<file path="src/design/assert_macros.svh">
// ----------------------------------------------------------------------------
// Assertion macros
// Shared concurrent assertion forms, clocked on clk_i, off during reset.
// ----------------------------------------------------------------------------
`ifndef ASSERT_MACROS_SVH
`define ASSERT_MACROS_SVH

// Property must hold at every rising edge outside reset.
`define ASSERT_AT(lbl, prop) \
  lbl: assert property (@(posedge clk_i) disable iff (!rst_ni) prop) \
    else $error("chme: assertion failed");

// Condition must never be seen outside reset.
`define ASSERT_NEVER(lbl, cond) \
  `ASSERT_AT(lbl, !(cond))

`endif

</file>
<file path="src/design/chme_pkg.sv">
// ----------------------------------------------------------------------------
// chme_pkg
// Sizes, codes and shared structs of the chained hash map engine.
// ----------------------------------------------------------------------------
package chme_pkg;

  localparam int TABLE_SIZE = 64;
  localparam int KEY_W      = 64;
  localparam int VAL_W      = 64;
  localparam int OP_W       = 2;
  localparam int STS_W      = 2;

  // Entry pool split over a row of cells, up to eight entries per cell
  localparam int CELL_SLOTS = (TABLE_SIZE < 8) ? TABLE_SIZE : 8;
  localparam int NUM_CELLS  = (TABLE_SIZE + CELL_SLOTS - 1) / CELL_SLOTS;
  localparam int SLOT_W     = (CELL_SLOTS > 1) ? $clog2(CELL_SLOTS) : 1;
  localparam int CELL_W     = (NUM_CELLS > 1) ? $clog2(NUM_CELLS) : 1;
  localparam int CNT_W      = $clog2(TABLE_SIZE + 1);

  // Stream word widths
  localparam int IN_DATA_W  = KEY_W + VAL_W;
  localparam int OUT_DATA_W = ((VAL_W + CNT_W + 7) / 8) * 8;
  localparam int OUT_USER_W = STS_W + 1;

  typedef enum logic [OP_W-1:0] {
    OP_INSERT = 2'd0,
    OP_REMOVE = 2'd1,
    OP_GET    = 2'd2,
    OP_NOP    = 2'd3
  } op_e;

  typedef enum logic [STS_W-1:0] {
    STS_OK    = 2'd0,
    STS_FULL  = 2'd1,
    STS_EMPTY = 2'd2,
    STS_MISS  = 2'd3
  } status_e;

  typedef enum logic [1:0] {
    FSM_IDLE,
    FSM_WALK,
    FSM_DONE
  } fsm_e;

  // Search token handed along the cell row
  typedef struct packed {
    logic              vld;
    op_e               op;
    logic [KEY_W-1:0]  key;
    logic [VAL_W-1:0]  value;
    logic              hit;
    logic [CELL_W-1:0] hit_cell;
    logic [SLOT_W-1:0] hit_slot;
    logic [VAL_W-1:0]  hit_value;
    logic              free;
    logic [CELL_W-1:0] free_cell;
    logic [SLOT_W-1:0] free_slot;
  } tok_t;

  // Store update broadcast to all cells
  typedef struct packed {
    logic              en;
    logic              kill;
    logic [CELL_W-1:0] cell_idx;
    logic [SLOT_W-1:0] slot;
    logic [KEY_W-1:0]  key;
    logic [VAL_W-1:0]  value;
  } cmt_t;

endpackage

</file>
<file path="src/design/chme_cell.sv">
// ----------------------------------------------------------------------------
// chme_cell
// One cell of the entry row: holds a few entries, checks the passing token.
// ----------------------------------------------------------------------------
module chme_cell import chme_pkg::*; (
  input  logic                  clk_i,
  input  logic                  rst_ni,
  input  logic [CELL_W-1:0]     cell_id_i,
  input  logic [CELL_SLOTS-1:0] slot_en_i,
  input  tok_t                  tok_i,
  output tok_t                  tok_o,
  input  cmt_t                  cmt_i
);

  logic [CELL_SLOTS-1:0] valid_q;
  logic [KEY_W-1:0]      key_q   [CELL_SLOTS];
  logic [VAL_W-1:0]      value_q [CELL_SLOTS];

  tok_t              tok_q, tok_d;
  logic              match, free;
  logic [SLOT_W-1:0] mslot, fslot;
  logic              sel;

  assign sel = cmt_i.en && (cmt_i.cell_idx == cell_id_i);

  // lowest matching and lowest free slot
  always_comb begin
    match = 1'b0;
    mslot = '0;
    free  = 1'b0;
    fslot = '0;
    for (int s = CELL_SLOTS - 1; s >= 0; s--) begin
      if (slot_en_i[s] && valid_q[s] && (key_q[s] == tok_i.key)) begin
        match = 1'b1;
        mslot = SLOT_W'(s);
      end
      if (slot_en_i[s] && !valid_q[s]) begin
        free  = 1'b1;
        fslot = SLOT_W'(s);
      end
    end
  end

  always_comb begin
    tok_d = tok_i;
    if (!tok_i.hit && match) begin
      tok_d.hit       = 1'b1;
      tok_d.hit_cell  = cell_id_i;
      tok_d.hit_slot  = mslot;
      tok_d.hit_value = value_q[mslot];
    end
    if (!tok_i.free && free) begin
      tok_d.free      = 1'b1;
      tok_d.free_cell = cell_id_i;
      tok_d.free_slot = fslot;
    end
  end

  always_ff @(posedge clk_i or negedge rst_ni) begin
    if (!rst_ni) begin
      tok_q <= '0;
    end else begin
      tok_q <= tok_d;
    end
  end

  always_ff @(posedge clk_i or negedge rst_ni) begin
    if (!rst_ni) begin
      valid_q <= '0;
    end else if (sel) begin
      valid_q[cmt_i.slot] <= !cmt_i.kill;
    end
  end

  always_ff @(posedge clk_i) begin
    if (sel && !cmt_i.kill) begin
      key_q[cmt_i.slot]   <= cmt_i.key;
      value_q[cmt_i.slot] <= cmt_i.value;
    end
  end

  assign tok_o = tok_q;

endmodule

</file>
<file path="config.mk">
export PLATFORM = sky130hd
export DESIGN_NAME = chme_cell
export DESIGN_NICKNAME = d
export VERILOG_FILES = /design/src/design/assert_macros.svh /design/src/design/chme_pkg.sv /design/src/design/chme_cell.sv
export SDC_FILE = /design/constraint.sdc
export NUM_CORES = 2
export LEC_CHECK = 0
export ABC_AREA = 1
export BUFFER_PORTS_ARGS = -buffer_cell sky130_fd_sc_hd__buf_4
export CORE_UTILIZATION = 30
export CTS_CLUSTER_DIAMETER = 40
export DETAILED_ROUTE_END_ITERATION = 7
export PLACE_DENSITY = 0.51
export SKIP_CTS_REPAIR_TIMING = 1
export SYNTH_ARGS = -nofsm -noshare
export SYNTH_HDL_FRONTEND = slang
export SYNTH_SLANG_ARGS = --single-unit
</file>
<file path="constraint.sdc">
create_clock -name clk_i -period 3.1 [get_ports clk_i]
set_input_delay 0.155 -clock clk_i [delete_from_list [all_inputs] [get_ports clk_i]]
set_output_delay 0.155 -clock clk_i [all_outputs]
set_load 0.05 [all_outputs]
</file>
==> summary.md <==
| Metric | Value |
|---|---|
| Deepest clock path buffer count | 3 |
| Measured slew at the worst slew-check pin | around 0.89 ns |
| Largest net degree at the start of global routing | 69 |
| Overall power | roughly 0.049 W |
| VDD IR max | 0.507 mV |
| Post-layout util | 47.4% |
| CTS H-tree depth | 4 |
| Unrepaired setup endpoints after global routing | true |
| CTS clk-pin slew, worst paths | 0.05 ns |
| Port Buffers | 566 |
| Post-DP HPWL | roughly 240,000 um |
| Fmax | 0.311 GHz |
| CP Max Fanout | 6 |
| Mapped Cells | around 5,500 |
| Ys flop type | edfxtp_1 |
| Die Wd | around 430 um |
| Initial antenna violation count | 40 |
| WHS | -0.502 ns |
| Slew HR | 40.8% |
| Synth top area share | 55.7% |
| Pre-CTS WS | -0.709 ns |
| Share of layout cells above drive strength 1 | 31.9% |
| Violated checks | hold timing, setup timing |
| PD cells | 563 nW/um^2 |
| TritonCTS clock tree | built |
| Seq/Total Area, Yosys | between 60% and 70% |
| Gpl congestion | 1.08 |
| Syn Area/Cell | 10.1 um^2 |
| Hold Path Class | in2reg |
| Worst skew pair latency | ~0.89 ns |
| Area leader, netlist | edfxtp_1 |
| Final WL | 319,000 um |
| R2R Setup Slk | -0.12 ns |
| DRC Markers | 0 |
| Final Hold Fails | 2 |
| Critical path endpoint category | flip-flop |
| Die area | 186,000 um^2 |
| Fillcell total | 16,900 |
| Antenna-violating nets left | 0 |
| Vias in the first global route | 46,000 |
| Worst Clk Skew | 0.0768 ns |
| Die Y | 431 um |
| Nets | 7,936 |
| Ys async rst share | 17.5% |
| Root Buffer | clkbuf_16 |
| Global-route wire length before repair | between 300,000 and 400,000 um |
| Initial Util | 30.2% |
| Vias per std cell | 5.00 |
| Core ar. | 183,000 um^2 |
| RR Startpoint | key_q[1][18]$_DFFE_PP_ |
| Leakage | 37.4 nW |
| Worst R2R Path Depth | 21 |
| # IOs | 567 |
| Req. time, crit path | 3.87 ns |
| Synth area leaders | edfxtp_1, nand2_1, dfrtp_1 |
| Final max-slew violation count | 0 |
| Synth Net Count | 5,813 |
| Via count | 51,300 |
| Synth unique cells | 47 |
| Post-route minimum period | 3.22 ns |
| Final worst-path cycle share | 104% |
| Max_cap viols | 0 |
| Setup slack after layout | -0.120 ns |
| Area delta synth->final | 56.8% |
| Final setup vio count | 64 |
| DR pass1 iterations | 6 |
| Arrival time worst endpoint | 3.99 ns |
| GR Util met1 | 41.6% |
| CTS Buf Count | 221 |
| Status | complete, but fails checks |
| EDFF count, synth | 1,024 |
| CP Class | reg2reg |
| Synth Warn # | 0 |
| Setup crit start kind | flip-flop |
| Met3 usage | 5.71% |
| Row cnt | 157 |
| Met2 GRT Util | 50.9% |
| Yosys reg bits | 1,241 |
| Hold Path Sink | tok_o[150]$_DFF_PN0_ |
| Sink Count | roughly 1,200 |
| Worst R2R End | tok_o[7]$_DFF_PN0_ |
| Syn Std Cell Area | between 50,000 and 60,000 um^2 |
| Top Usage Layer GRT | met2 |
| Overflow after GRT | 0 |
| GRT Overall Usage | 31.8% |
| Initial DRC count | 5,617 |
| WL/cell | 31.1 um |
| Hold Path Cell Cnt | 1 |
| Worst Hold Launch | tok_i[150] |
-- Yosys cell counts (5+ instances only) --
cell type,n
buf_2,137
xnor2_1,63
inv_2,32
o21ai_1,5
clkbuf_1,43
and3_1,7
nor2_1,431
edfxtp_1,1024
inv_1,495
xor2_1,76
nand3_1,557
buf_1,10
nand2_1,1708
o2111ai_1,16
or2_2,108
o22ai_1,19
a211oi_1,10
dfrtp_1,217
nor3_1,68
nor3b_1,22
nand3b_1,60
buf_4,21
nor4_1,44
nand4_1,127
a21oi_1,9
o21ai_0,108
-- per-stage QoR --
stage	setup TNS [ns]	std cells	area, um^2	hold WS (ns)
6_report	-3.74	10300	86600	-0.502
5_1_grt	-7.33	10200	86600	-0.525
4_1_cts	-34.96	9713	79100	-0.701
3_5_place_dp	-33.46	9290	71200	0.241
3_3_place_gp	-35.48	9290	71200	0.236
2_1_floorplan	-140.92	5455	55300	-0.141
-- worst max-delay path by stage --
stage | to | cells past startpoint | slack [ns] | from
6_report | tok_o[7]$_DFF_PN0_ | 21 | -0.12 | key_q[1][18]$_DFFE_PP_
5_1_grt | tok_o[7]$_DFF_PN0_ | 21 | -0.15 | key_q[2][63]$_DFFE_PP_
4_1_cts | tok_o[8]$_DFF_PN0_ | 20 | -0.69 | key_q[6][27]$_DFFE_PP_
3_5_place_dp | tok_o[7]$_DFF_PN0_ | 22 | -0.71 | tok_i[162]
3_3_place_gp | tok_o[8]$_DFF_PN0_ | 20 | -0.69 | key_q[6][27]$_DFFE_PP_
2_1_floorplan | key_q[0][0]$_DFFE_PP_ | 7 | -0.16 | cell_id_i[1]
-- registers in the layout, summed over array words and instances, names as in the netlist --
signal   count
key_q      512
tok_o      209
valid_q      8
value_q    512
-- critical path: stages (launching register included) --
cell	delay, ns
edfxtp_1	0.32
inv_1	0.05
nand2_2	0.09
buf_12	0.15
nand4_1	0.31
buf_6	0.27
nor4_4	0.12
buf_4	0.18
nand2_1	0.07
nor2_2	0.13
nand3_1	0.10
buf_6	0.17
buf_4	0.16
nand3_4	0.11
buf_12	0.17
buf_12	0.12
clkinv_8	0.06
buf_6	0.13
nand2_4	0.06
nand3_2	0.09
nand3_4	0.12
nand2_2	0.07
-- layer usage --
layer  up-vias  part of all wire [%]  wire (um)
li1      22600                     -          -
met1     25600                    41     130000
met2      2411                    46     148000
met3       611                   7.2      23000
met4        22                   5.6      17800
met5         -                 0.049        155
-- final cells by class --
cell class              count  area [um^2]  area share, %
flip-flops and latches   1241        36200           41.8
inverters                 528         2030           2.34
clock inverters           164         2050           2.37
clock buffers             259         5850           6.75
multi-input cells        3478        17600           20.3
repair inverters            2         27.5         0.0318
well taps                2464         3080           3.56
diodes                     16         40.0         0.0462
repair buffers           2106        19800           22.9
-- cells by family after synthesis --
family | Yosys count | synth area share [%]
AO/OA/AOI/OAI | 180 | 1.92
XOR/XNOR | 139 | 2.20
buffers and inverters | 744 | 5.57
flip-flops | 1241 | 65.5
AND/OR/NAND/NOR | 3151 | 24.8
-- cell usage in the layout (no fill, tap or decap), types with 73 or more instances in the layout --
master / count
o21ai_0: 105
nand2_2: 73
or2_2: 108
buf_12: 152
nor2_1: 370
nand4_1: 127
buf_4: 1429
dlygate4sd3_1: 436
inv_1: 488
nand3_1: 496
clkbuf_16: 258
nand2_1: 1612
dfrtp_1: 217
edfxtp_1: 1024
-- power by group --
part / total [W] / switching [W] / internal (W)
registers: 0.0185 / 0.000127 / 0.0183
logic: 0.00471 / 0.00289 / 0.00182
clock network: 0.0256 / 0.00959 / 0.0160
total: 0.0487 / 0.0126 / 0.0361
(Power assumes the default switching activity.)
